$ cat src/hdl/mb2um_pkg.sv
package mb2um_pkg;

  localparam int unsigned CableW = 4;
  localparam int unsigned CodeW  = 4;
  localparam int unsigned ByteW  = 8;

  // code index numbers
  localparam logic [CodeW-1:0] CIN_COMMON_TWO   = 4'h2;
  localparam logic [CodeW-1:0] CIN_COMMON_THREE = 4'h3;
  localparam logic [CodeW-1:0] CIN_SYSEX_CONT   = 4'h4;
  localparam logic [CodeW-1:0] CIN_END_ONE      = 4'h5;
  localparam logic [CodeW-1:0] CIN_END_TWO      = 4'h6;
  localparam logic [CodeW-1:0] CIN_END_THREE    = 4'h7;
  localparam logic [CodeW-1:0] CIN_SINGLE       = 4'hF;

  localparam logic [CodeW-1:0] NIB_SYSTEM       = 4'hF;
  localparam logic [CodeW-1:0] NIB_PROG_CHANGE  = 4'hC;
  localparam logic [CodeW-1:0] NIB_CHAN_PRESS   = 4'hD;

  // byte codes
  localparam logic [ByteW-1:0] BYTE_ZERO        = 8'h00;
  localparam logic [ByteW-1:0] SYSEX_START      = 8'hF0;
  localparam logic [ByteW-1:0] MTC_QUARTER      = 8'hF1;
  localparam logic [ByteW-1:0] SONG_POSITION    = 8'hF2;
  localparam logic [ByteW-1:0] SONG_SELECT      = 8'hF3;
  localparam logic [ByteW-1:0] SYSEX_END        = 8'hF7;
  localparam logic [ByteW-1:0] REALTIME_MIN     = 8'hF8;
  localparam logic [ByteW-1:0] BYTE_MAX         = 8'hFF;

  typedef enum logic [1:0] {
    MODE_IDLE  = 2'd0,
    MODE_MSG   = 2'd1,
    MODE_SYSEX = 2'd2
  } mode_e;

  typedef struct packed {
    logic [CableW-1:0] cable;
    logic [CodeW-1:0]  code_index;
    logic [ByteW-1:0]  byte_one;
    logic [ByteW-1:0]  byte_two;
    logic [ByteW-1:0]  byte_three;
  } pkt_t;

endpackage

$ cat src/hdl/mb2um_byte_if.sv
interface mb2um_byte_if;
  logic       valid;
  logic       ready;
  logic [7:0] midi_byte;

  modport source (output valid, output midi_byte, input ready);
  modport sink   (input valid, input midi_byte, output ready);
endinterface

$ cat src/hdl/mb2um_cfg_if.sv
interface mb2um_cfg_if;
  logic       valid;
  logic       ready;
  logic [3:0] cable_number;

  modport source (output valid, output cable_number, input ready);
  modport sink   (input valid, input cable_number, output ready);
endinterface

$ cat src/hdl/mb2um_pkt_if.sv
interface mb2um_pkt_if;
  logic       valid;
  logic       ready;
  logic [3:0] cable;
  logic [3:0] code_index;
  logic [7:0] byte_one;
  logic [7:0] byte_two;
  logic [7:0] byte_three;

  modport source (output valid, output cable, output code_index, output byte_one,
                  output byte_two, output byte_three, input ready);
  modport sink   (input valid, input cable, input code_index, input byte_one,
                  input byte_two, input byte_three, output ready);
endinterface

$ cat src/hdl/mb2um_parser.sv
module mb2um_parser import mb2um_pkg::*; (
  input  logic              clk_i,
  input  logic              rst_ni,
  input  logic              step_i,
  input  logic [ByteW-1:0]  byte_i,
  input  logic [CableW-1:0] cable_i,
  output logic              emit_o,
  output pkt_t              pkt_o
);

  mode_e            mode_q, mode_d;
  logic [CodeW-1:0] code_q, code_d;
  logic [1:0]       need_q, need_d;
  logic [1:0]       held_q, held_d;
  logic [ByteW-1:0] first_q, first_d;
  logic [ByteW-1:0] second_q, second_d;

  always_comb begin
    mode_d   = mode_q;
    code_d   = code_q;
    need_d   = need_q;
    held_d   = held_q;
    first_d  = first_q;
    second_d = second_q;
    emit_o   = 1'b0;
    pkt_o    = '{cable: cable_i, code_index: CIN_SINGLE, byte_one: byte_i,
                 byte_two: BYTE_ZERO, byte_three: BYTE_ZERO};

    if (byte_i inside {[REALTIME_MIN:BYTE_MAX]}) begin
      // real time: pass through, parse state untouched
      emit_o = 1'b1;
    end else if (byte_i == SYSEX_END) begin
      emit_o = 1'b1;
      mode_d = MODE_IDLE;
      held_d = 2'd0;
      if (mode_q == MODE_SYSEX) begin
        case (held_q)
          2'd0: begin
            pkt_o.code_index = CIN_END_ONE;
          end
          2'd1: begin
            pkt_o.code_index = CIN_END_TWO;
            pkt_o.byte_one   = first_q;
            pkt_o.byte_two   = SYSEX_END;
          end
          default: begin
            pkt_o.code_index = CIN_END_THREE;
            pkt_o.byte_one   = first_q;
            pkt_o.byte_two   = second_q;
            pkt_o.byte_three = SYSEX_END;
          end
        endcase
      end
    end else if (byte_i == SYSEX_START) begin
      mode_d  = MODE_SYSEX;
      first_d = SYSEX_START;
      held_d  = 2'd1;
    end else if (byte_i[7:4] == NIB_SYSTEM) begin
      if (byte_i inside {MTC_QUARTER, SONG_SELECT, SONG_POSITION}) begin
        mode_d  = MODE_MSG;
        code_d  = (byte_i == SONG_POSITION) ? CIN_COMMON_THREE : CIN_COMMON_TWO;
        need_d  = (byte_i == SONG_POSITION) ? 2'd2 : 2'd1;
        held_d  = 2'd0;
        first_d = byte_i;
      end else begin
        emit_o           = 1'b1;
        pkt_o.code_index = CIN_END_ONE;
        mode_d           = MODE_IDLE;
        held_d           = 2'd0;
      end
    end else if (byte_i[7]) begin
      mode_d  = MODE_MSG;
      code_d  = byte_i[7:4];
      need_d  = (byte_i[7:4] inside {NIB_PROG_CHANGE, NIB_CHAN_PRESS}) ? 2'd1 : 2'd2;
      held_d  = 2'd0;
      first_d = byte_i;
    end else begin
      case (mode_q)
        MODE_MSG: begin
          pkt_o.code_index = code_q;
          pkt_o.byte_one   = first_q;
          if (held_q == 2'd0 && need_q != 2'd1) begin
            second_d = byte_i;
            held_d   = 2'd1;
          end else begin
            emit_o = 1'b1;
            mode_d = MODE_IDLE;
            held_d = 2'd0;
            if (held_q == 2'd0) begin
              pkt_o.byte_two = byte_i;
            end else begin
              pkt_o.byte_two   = second_q;
              pkt_o.byte_three = byte_i;
            end
          end
        end
        MODE_SYSEX: begin
          case (held_q)
            2'd0: begin
              first_d = byte_i;
              held_d  = 2'd1;
            end
            2'd1: begin
              second_d = byte_i;
              held_d   = 2'd2;
            end
            default: begin
              emit_o           = 1'b1;
              held_d           = 2'd0;
              pkt_o.code_index = CIN_SYSEX_CONT;
              pkt_o.byte_one   = first_q;
              pkt_o.byte_two   = second_q;
              pkt_o.byte_three = byte_i;
            end
          endcase
        end
        default: begin
          // stray data byte: drop
          mode_d = MODE_IDLE;
          held_d = 2'd0;
        end
      endcase
    end
  end

  always_ff @(posedge clk_i or negedge rst_ni) begin
    if (!rst_ni) begin
      mode_q   <= MODE_IDLE;
      code_q   <= '0;
      need_q   <= '0;
      held_q   <= '0;
      first_q  <= '0;
      second_q <= '0;
    end else if (step_i) begin
      mode_q   <= mode_d;
      code_q   <= code_d;
      need_q   <= need_d;
      held_q   <= held_d;
      first_q  <= first_d;
      second_q <= second_d;
    end
  end

endmodule

$ cat src/hdl/midi_byte_to_usb_midi_packet_top.sv
// MIDI byte stream to USB-MIDI event packet converter.
// in_i carries one received MIDI byte per beat; pkt_o carries one 32-bit
// event packet per beat (cable, code index, three bytes, unused bytes zero).
// cfg_i writes the cable number; it is always ready and should be written
// only while no byte is in flight.
// A byte is held in an input register and parsed from there once the
// output register is free; the packet it completes is loaded into the
// output register, which drives pkt_o. Bytes that only advance the parse
// give no packet.
// One byte per cycle is taken sustained; the only limit is the single
// output register, which frees in the cycle that pkt_o is taken.
// When the receiver stalls, the output packet holds, the next byte parks in
// the input register, and in_i.ready drops until pkt_o.ready returns.
// Reset clears the parse to idle, empties both registers and sets the
// cable number to zero.
module midi_byte_to_usb_midi_packet_top import mb2um_pkg::*; (
  input  logic      clk_i,
  input  logic      rst_ni,
  mb2um_cfg_if.sink cfg_i,
  mb2um_byte_if.sink in_i,
  mb2um_pkt_if.source pkt_o
);

  logic [CableW-1:0] cable_q;
  logic              in_valid_q;
  logic [ByteW-1:0]  byte_q;
  logic              out_valid_q;
  pkt_t              pkt_q;
  pkt_t              pkt_d;
  logic              emit;
  logic              out_free;
  logic              step;

  assign cfg_i.ready = 1'b1;

  assign out_free   = !out_valid_q || pkt_o.ready;
  assign step       = in_valid_q && out_free;
  assign in_i.ready = !in_valid_q || out_free;

  always_ff @(posedge clk_i or negedge rst_ni) begin
    if (!rst_ni) begin
      cable_q <= '0;
    end else if (cfg_i.valid) begin
      cable_q <= cfg_i.cable_number;
    end
  end

  always_ff @(posedge clk_i or negedge rst_ni) begin
    if (!rst_ni) begin
      in_valid_q <= 1'b0;
    end else if (in_i.ready) begin
      in_valid_q <= in_i.valid;
    end
  end

  always_ff @(posedge clk_i) begin
    if (in_i.valid && in_i.ready) begin
      byte_q <= in_i.midi_byte;
    end
  end

  mb2um_parser u_parser (
    .clk_i   (clk_i),
    .rst_ni  (rst_ni),
    .step_i  (step),
    .byte_i  (byte_q),
    .cable_i (cable_q),
    .emit_o  (emit),
    .pkt_o   (pkt_d)
  );

  always_ff @(posedge clk_i or negedge rst_ni) begin
    if (!rst_ni) begin
      out_valid_q <= 1'b0;
    end else if (out_free) begin
      out_valid_q <= step && emit;
    end
  end

  // load a new packet only when the slot is free and a byte completes one
  always_ff @(posedge clk_i) begin
    if (step && emit) begin
      pkt_q <= pkt_d;
    end
  end

  assign pkt_o.valid      = out_valid_q;
  assign pkt_o.cable      = pkt_q.cable;
  assign pkt_o.code_index = pkt_q.code_index;
  assign pkt_o.byte_one   = pkt_q.byte_one;
  assign pkt_o.byte_two   = pkt_q.byte_two;
  assign pkt_o.byte_three = pkt_q.byte_three;

endmodule

$ cat src/flat_wrapper.sv
// flat-port wrapper written by rule: the top's interface ports become plain ports
module midi_byte_to_usb_midi_packet_top_flat import mb2um_pkg::*;
  (clk_i, rst_ni, cfg_i_valid, cfg_i_cable_number, cfg_i_ready, in_i_valid, in_i_midi_byte, in_i_ready, pkt_o_valid, pkt_o_cable, pkt_o_code_index, pkt_o_byte_one, pkt_o_byte_two, pkt_o_byte_three, pkt_o_ready);
  mb2um_cfg_if cfg_i_i ();
  mb2um_byte_if in_i_i ();
  mb2um_pkt_if pkt_o_i ();
  input  logic clk_i;
  input  logic rst_ni;
  input wire logic [$bits(cfg_i_i.valid)-1:0] cfg_i_valid;
  input wire logic [$bits(cfg_i_i.cable_number)-1:0] cfg_i_cable_number;
  output wire logic [$bits(cfg_i_i.ready)-1:0] cfg_i_ready;
  input wire logic [$bits(in_i_i.valid)-1:0] in_i_valid;
  input wire logic [$bits(in_i_i.midi_byte)-1:0] in_i_midi_byte;
  output wire logic [$bits(in_i_i.ready)-1:0] in_i_ready;
  output wire logic [$bits(pkt_o_i.valid)-1:0] pkt_o_valid;
  output wire logic [$bits(pkt_o_i.cable)-1:0] pkt_o_cable;
  output wire logic [$bits(pkt_o_i.code_index)-1:0] pkt_o_code_index;
  output wire logic [$bits(pkt_o_i.byte_one)-1:0] pkt_o_byte_one;
  output wire logic [$bits(pkt_o_i.byte_two)-1:0] pkt_o_byte_two;
  output wire logic [$bits(pkt_o_i.byte_three)-1:0] pkt_o_byte_three;
  input wire logic [$bits(pkt_o_i.ready)-1:0] pkt_o_ready;
  assign cfg_i_i.valid = cfg_i_valid;
  assign cfg_i_i.cable_number = cfg_i_cable_number;
  assign cfg_i_ready = cfg_i_i.ready;
  assign in_i_i.valid = in_i_valid;
  assign in_i_i.midi_byte = in_i_midi_byte;
  assign in_i_ready = in_i_i.ready;
  assign pkt_o_valid = pkt_o_i.valid;
  assign pkt_o_cable = pkt_o_i.cable;
  assign pkt_o_code_index = pkt_o_i.code_index;
  assign pkt_o_byte_one = pkt_o_i.byte_one;
  assign pkt_o_byte_two = pkt_o_i.byte_two;
  assign pkt_o_byte_three = pkt_o_i.byte_three;
  assign pkt_o_i.ready = pkt_o_ready;
  midi_byte_to_usb_midi_packet_top u_core (.clk_i(clk_i), .rst_ni(rst_ni), .cfg_i(cfg_i_i), .in_i(in_i_i), .pkt_o(pkt_o_i));
endmodule
$ cat config.mk
export PLATFORM = sky130hd
export DESIGN_NAME = midi_byte_to_usb_midi_packet_top_flat
export DESIGN_NICKNAME = d
export VERILOG_FILES = /design/src/hdl/mb2um_pkg.sv /design/src/hdl/mb2um_byte_if.sv /design/src/hdl/mb2um_cfg_if.sv /design/src/hdl/mb2um_pkt_if.sv /design/src/hdl/mb2um_parser.sv /design/src/hdl/midi_byte_to_usb_midi_packet_top.sv /design/src/flat_wrapper.sv
export SDC_FILE = /design/constraint.sdc
export NUM_CORES = 1
export LEC_CHECK = 0
export BUFFER_PORTS_ARGS = -buffer_cell sky130_fd_sc_hd__buf_2
export CORE_MARGIN = 1.5
export CORE_UTILIZATION = 51
export DETAILED_ROUTE_END_ITERATION = 10
export PLACE_DENSITY_LB_ADDON = 0.15
export SYNTH_ARGS = -nofsm -noshare
export SYNTH_HDL_FRONTEND = slang
export SYNTH_SLANG_ARGS = --single-unit
$ cat constraint.sdc
create_clock -name clk_i -period 3.1 [get_ports clk_i]
set_input_delay 0.31 -clock clk_i [delete_from_list [all_inputs] [get_ports clk_i]]
set_output_delay 0.31 -clock clk_i [all_outputs]
set_load 0.005 [all_outputs]
==> qor.yml, run 1 <==
power.net_switching_mw: 0.611
critPathMaxFanout: 32
gr-total-overflow: 0
routedWlPerCell_um: 17.6
cts_root_buf: "clkbuf_8"
rsz0062_at_grt: "no"
whs_ns: 0.0262
pwr-share-seq_pct: 51.3
synth_cell_type_count: 52
report.power.total_mw: 2.34
finalMaxSlewViolations: 0
finalHoldViolations: 0
placed_cell_area_mm2: 0.00362
stdcell_count: 394
clock_skew_ns: 0.00896
yosysTopAreaCell: "edfxtp_1"
setup_tns_ns: 0
place_ws_ns: 0.729
path_clk_slew_ns: 0.08
period_minus_slack_ns: 2.39
dieArea_mm2: 0.00702
via_per_inst: 5.86
clk_latency_ns: 0.34
first_pass_iters: 4
yosys.area.top_type_share_pct: 36.1
tightest_slew_ns: 0.766
initialDrtViolationCount: 159
die_h_um: 83.8
relSlewSlack_pct: 48.6
netlist_area_mm2: 0.00333
final_area_mm2: 0.00384
start_util_pct: 52.7
grt_max_degree: 33
synth.area.top_cells: "edfxtp_1 36%, dfrtp_1 23%, mux2_2 7.1%"
cts_buffers: 9
finalSetupViolations: 0
synth_warnings: 0
cap_viol_max_count: 0
vias: 2309
hp-class: "input port to async pin"
ios: 52
p_comb_share_pct: 14.0
min_period_over_period_pct: 77.0
tritoncts: "yes"
track_usage_pct: 20.7
place_congestion: 0.895
peakVddDrop_uv: 338
ant_nets: 0
antenna_cells: 0
layout_setup_ws_ns: 0.714
dp_cells: 378
grt_pass1_vias: 2199
hpwl_um: 4610
nets: 331
drcViolationCount: 0
cts_hold_buf: 0
grt_pass1_wl_um: 11200
cts.path.max_buffers: 2
power.density_mw_per_mm2: 608
p_clk_share_pct: 34.7
fmax_ghz: 0.419
area_growth_syn_to_layout_pct: 15.5
seq_area_frac_synth_pct: 59.4
p_leak_nw: 1.53
p_int_mw: 1.72
wirelength_um: 6950
avgSynthCellArea_um2: 12.7
synthesis.nets: 281
critPathKind: "register to register"
arrival_ns: 2.39
endpoint_kind: "register"
synth_cells: 262
fp.dieW_um: 83.8
utilization_pct: 60.9
required_ns: 3.11
r2r_start: "u_core.u_parser.mode_q[1]$_DFFE_PN0P_"
port_buffers: 50
synth_seq_cells: 71
fillers: 512
core_area_mm2: 0.00631
htreeDepth: 3
rows: 29
drive_gt1_share_pct: 35.3
switching_share_pct: 26.2
critPathLaunch: "u_core.u_parser.mode_q[1]$_DFFE_PN0P_"
post_cts_resized: 0
cts_setup_buffers: 0
status: "finished clean"
cts.sinks: 71
start_kind: "register"
grt_antenna_before_repair: 0
==> worst paths after layout <==
kind                            cells past startpoint  slack (ns)                                     end
worst max-delay path                                7        0.71  u_core.pkt_o.byte_two[2]$_SDFFCE_PP0P_
min in group clk_i                                  1        0.14              u_core.byte_q[2]$_DFFE_PP_
max in group asynchronous                           1        2.61  u_core.u_parser.first_q[7]$_DFFE_PN0P_
worst max register to register                      7        0.71  u_core.pkt_o.byte_two[2]$_SDFFCE_PP0P_
worst min-delay path                                1        0.03   u_core.u_parser.held_q[0]$_DFFE_PN0P_
worst min register to register                      0        0.45         u_core.pkt_o.cable[0]$_DFFE_PP_
==> cells in the mapped netlist (all sizes together) <==
| cell | instances |
|---|---|
| buf | 13 |
| a21o | 7 |
| mux2i | 4 |
| nand4b | 7 |
| o211ai | 3 |
| and4b | 1 |
| dfrtp | 31 |
| o22a | 1 |
| or4 | 2 |
| nor2b | 1 |
| nand4 | 1 |
| o21ai | 12 |
| ha | 2 |
| inv | 9 |
| o2111ai | 1 |
| or4bb | 1 |
| a22oi | 3 |
| mux2 | 21 |
| a32o | 3 |
| conb | 1 |
| nor4b | 1 |
| a22o | 2 |
| edfxtp | 40 |
| nor3 | 12 |
| nand3b | 1 |
| nand3 | 5 |
| a211oi | 1 |
| nand2b | 3 |
| and2 | 3 |
| a21boi | 1 |
| and4 | 1 |
| o31ai | 4 |
| clkbuf | 5 |
| a21oi | 18 |
| o41ai | 1 |
| nor2 | 20 |
| and3 | 1 |
| nand2 | 11 |
| o22ai | 7 |
| a31oi | 1 |
==> metal layers <==
metal	global-route usage, %	wire length [um]	vias up
met3	4.45	362	16
met1	27.0	3060	1127
li1	-	-	1079
met2	32.4	3350	87
met4	11.3	174	0
met5	0	0	-
==> kinds of logic (layout without fill, tap and decap cells) <==
group | Yosys count | count (layout) | share of synthesized area (%)
flip-flops | 71 | 71 | 59.4
multiplexers | 25 | 25 | 8.31
other | 1 | 1 | 0.113
buffers and inverters | 27 | 82 | 4.21
AO/OA/AOI/OAI | 65 | 65 | 14.4
AND/OR/NAND/NOR | 71 | 71 | 12.8
adder cells (fa/ha/maj) | 2 | 2 | 0.752
==> power groups by stage <==
stage	Clock [mW]	Sequential [mW]	Combinational (mW)
4_1_cts	0.830	1.20	0.327
5_1_grt	0.857	1.21	0.360
6_report	0.810	1.20	0.327
3_3_place_gp	0	1.21	0.316
2_1_floorplan	0	1.19	0.248
3_5_place_dp	0	1.22	0.325
==> registers in the layout, indices dropped and copies added (netlist names) <==
name / flops
u_core.byte_q: 8
u_core.pkt_o.code_index: 4
u_core.u_parser.mode_q: 2
u_core.pkt_o.byte_three: 8
u_core.pkt_o.byte_two: 8
u_core.u_parser.first_q: 8
u_core.pkt_o.valid: 1
u_core.u_parser.held_q: 2
u_core.pkt_o.byte_one: 8
u_core.in_valid_q: 1
u_core.cable_q: 4
u_core.u_parser.need_q: 2
u_core.u_parser.second_q: 7
u_core.u_parser.code_q: 4
u_core.pkt_o.cable: 4
==> critical path, cell delays in order, from the launching register on <==
cell     delay, ns
dfrtp_1       0.39
inv_1         0.08
ha_1          0.52
a21oi_2       0.14
a21oi_1       0.28
a21oi_1       0.16
nor2_2        0.09
buf_4         0.36
==> area by class of cell <==
cell class              count  area, um2  share of cell area, %
clock buffers               9        124                   3.22
clock inverters             7       95.1                   2.47
inverters                   9       33.8                  0.879
multi-input cells         164       1210                   31.6
flip-flops and latches     71       1980                   51.4
well taps                  77       96.3                   2.51
repair buffers             57        303                   7.88
==> placed cells by master, fill, tap and decap left out, types with 7 or more instances in the layout <==
master    instances
buf_4             7
dfrtp_1          31
a21o_1            7
buf_2            50
nor2_1           17
edfxtp_1         40
clkbuf_8          9
mux2_2           21
nor3_1            9
o21ai_0          11
nand2_1          11
nand4b_1          7
inv_1             9
a21oi_1          16
Note: power is estimated with default switching activity, not from simulation.
==> run 2: changes to the inputs <==
- CORE_UTILIZATION: 51 -> 56
- clock period: 3.1 -> 2.4 ns (I/O delays scaled with it)
==> run 2 against run 1 <==
  * Non-clock buffer count up 12
  * Core utilization up 9.0 points
  * Power up 26%
  * Via count grew 1.7%
  * Fmax is 6.3% higher
  * Die area decreased by 8.6%
  * Largest cell class unchanged
  * Global-route usage is 3.3 points higher
  * Clock skew about the same
==> qor.yml, run 2 (same netlist as run 1, synthesis figures left out) <==
status: "finished clean"
ant_nets: 0  # unchanged
track_usage_pct: 24.0  # +3.3 points
layout_setup_ws_ns: 0.156  # -0.558 ns
crit_chain: "inv_1 > ha_1 > or4_1 > o22ai_2 > a21oi_1 > nor3_1"
fp.dieW_um: 80.1  # -4.4%
finalMaxSlewViolations: 0  # unchanged
cap_viol_max_count: 0  # unchanged
min_period_over_period_pct: 93.5  # +17 points
p_comb_share_pct: 15.0  # +1.0 points
cp_slowest_cell: "or4_1"
grt_antenna_before_repair: 0  # unchanged
finalHoldViolations: 0  # unchanged
switching_share_pct: 27.1  # +0.93 points
antenna_cells: 0  # unchanged
report.power.total_mw: 2.93  # +26%
rows: 27  # -6.9%
routedWlPerCell_um: 17.4  # -1.1%
die_h_um: 80.1  # -4.4%
core_area_mm2: 0.00561  # -11%
vias: 2348  # +1.7%
clk_latency_ns: 0.34  # about the same
endpoint_kind: "register"
p_leak_nw: 1.58  # +3.1%
grt_pass1_vias: 2288  # +4.0%
htreeDepth: 3  # unchanged
hp-class: "input port to register"
critPathMaxStageDelay_ns: 0.73  # +0.21 ns
area_growth_syn_to_layout_pct: 17.7
dieArea_mm2: 0.00641  # -8.6%
final_cell_mix: "50 x buf_2, 40 x edfxtp_1, 31 x dfrtp_1"
finalSetupViolations: 0  # unchanged
port_buffers: 50  # unchanged
required_ns: 2.57  # -0.54 ns
nets: 343  # +3.6%
cts_root_buf: "clkbuf_8"
path_clk_slew_ns: 0.08  # about the same
utilization_pct: 69.9  # +9.0 points
path_delay_family: "simple AND/OR/NAND/NOR gates"
p_clk_share_pct: 32.1  # -2.6 points
power.density_mw_per_mm2: 749  # +23%
grt_max_degree: 32  # -3.0%
ios: 52  # unchanged
place_congestion: 0.923  # +3.1%
cts_buffers: 9  # unchanged
post_cts_resized: 0  # unchanged
place_ws_ns: 0.201  # -0.528 ns
setup_tns_ns: 0  # unchanged
gr-total-overflow: 0  # unchanged
arrival_ns: 2.42  # +0.03 ns
period_minus_slack_ns: 2.24  # -0.142 ns
cts.sinks: 71  # unchanged
start_kind: "register"
grt_pass1_wl_um: 11300  # +1.2%
via_per_inst: 5.86  # about the same
clock_skew_ns: 0.00910  # +0.000142 ns
rsz0062_at_grt: "no"
tritoncts: "yes"
pwr-share-seq_pct: 52.8  # +1.5 points
cp_num_buf_inv: 1  # -1
relSlewSlack_pct: 49.7  # +1.1 points
fillers: 420  # -18%
wirelength_um: 6990  # +0.63%
peakVddDrop_uv: 505  # +50%
hpwl_um: 4940  # +7.1%
initialDrtViolationCount: 177  # +11%
critPathKind: "register to register"
drive_gt1_share_pct: 37.4  # +2.1 points
start_util_pct: 59.3  # +6.6 points
tightest_slew_ns: 0.755  # -0.0109 ns
p_int_mw: 2.14  # +24%
first_pass_iters: 4  # unchanged
power.net_switching_mw: 0.795  # +30%
final_common_cell: "buf_2"
cts.path.max_buffers: 2  # unchanged
fmax_ghz: 0.446  # +6.3%
critPathMaxFanout: 8  # -75%
drcViolationCount: 0  # unchanged
## run 2: stage by stage
stage          hold WS, ns  area [um2]  std cells
2_1_floorplan      -0.0556        3330        262
3_3_place_gp         0.340        3710        384
3_5_place_dp         0.347        3710        384
4_1_cts             0.0634        3920        401
5_1_grt             0.0633        3920        401
6_report            0.0731        3920        401
## run 2: timing repair
item / in CTS / in global routing
endpoints found under the hold margin: 31 / 0
hold buffers: 1 / 0
setup buffers: 0 / 0
## run 2: routing by layer
| metal | wire (um) | global-route usage (%) | vias to the layer above |
|---|---|---|---|
| li1 | - | - | 1103 |
| met4 | 83 | 11.0 | 0 |
| met5 | 0 | 0 | - |
| met3 | 520 | 4.32 | 7 |
| met1 | 3080 | 33.5 | 1133 |
| met2 | 3310 | 36.6 | 105 |
## run 2: worst register-to-register path, cell delays in order, from the launching register on
cell	delay, ns
dfrtp_1	0.38
inv_1	0.05
ha_1	0.40
or4_1	0.73
o22ai_2	0.23
a21oi_1	0.10
nor3_1	0.18
## run 2: layout make-up
class / instances / area [um2] / share of cell area (%)
Clock buffer: 9 / 124 / 3.16
Clock inverter: 7 / 72.6 / 1.85
Inverter: 9 / 33.8 / 0.862
Multi-Input combinational cell: 164 / 1210 / 31.0
Sequential cell: 71 / 1980 / 50.4
Tap cell: 72 / 90.1 / 2.30
Timing Repair Buffer: 69 / 408 / 10.4
## run 2: worst paths after layout
path	start	endpoint	slack, ns	cells past startpoint
max	u_core.u_parser.mode_q[0]$_DFFE_PN0P_	u_core.pkt_o.byte_two[0]$_SDFFCE_PP0P_	0.16	6
min reg2reg	u_core.cable_q[2]$_DFFE_PN0P_	u_core.pkt_o.cable[2]$_DFFE_PP_	0.45	0
min in group asynchronous	rst_ni	u_core.u_parser.code_q[0]$_DFFE_PN0P_	0.50	2
max in group asynchronous	rst_ni	u_core.u_parser.second_q[6]$_DFFE_PN0P_	1.42	2
max reg2reg	u_core.u_parser.mode_q[0]$_DFFE_PN0P_	u_core.pkt_o.byte_two[0]$_SDFFCE_PP0P_	0.16	6
min	in_i_midi_byte[6]	u_core.byte_q[6]$_DFFE_PP_	0.07	1
## run 2: power groups by stage
stage               Sequential (mW)  Clock, mW  Combinational [mW]
floorplan                      1.53          0               0.321
global placement               1.57          0               0.418
detailed placement             1.57          0               0.437
CTS                            1.55      0.952               0.440
global route                   1.57       1.01               0.486
finish                         1.55      0.943               0.441
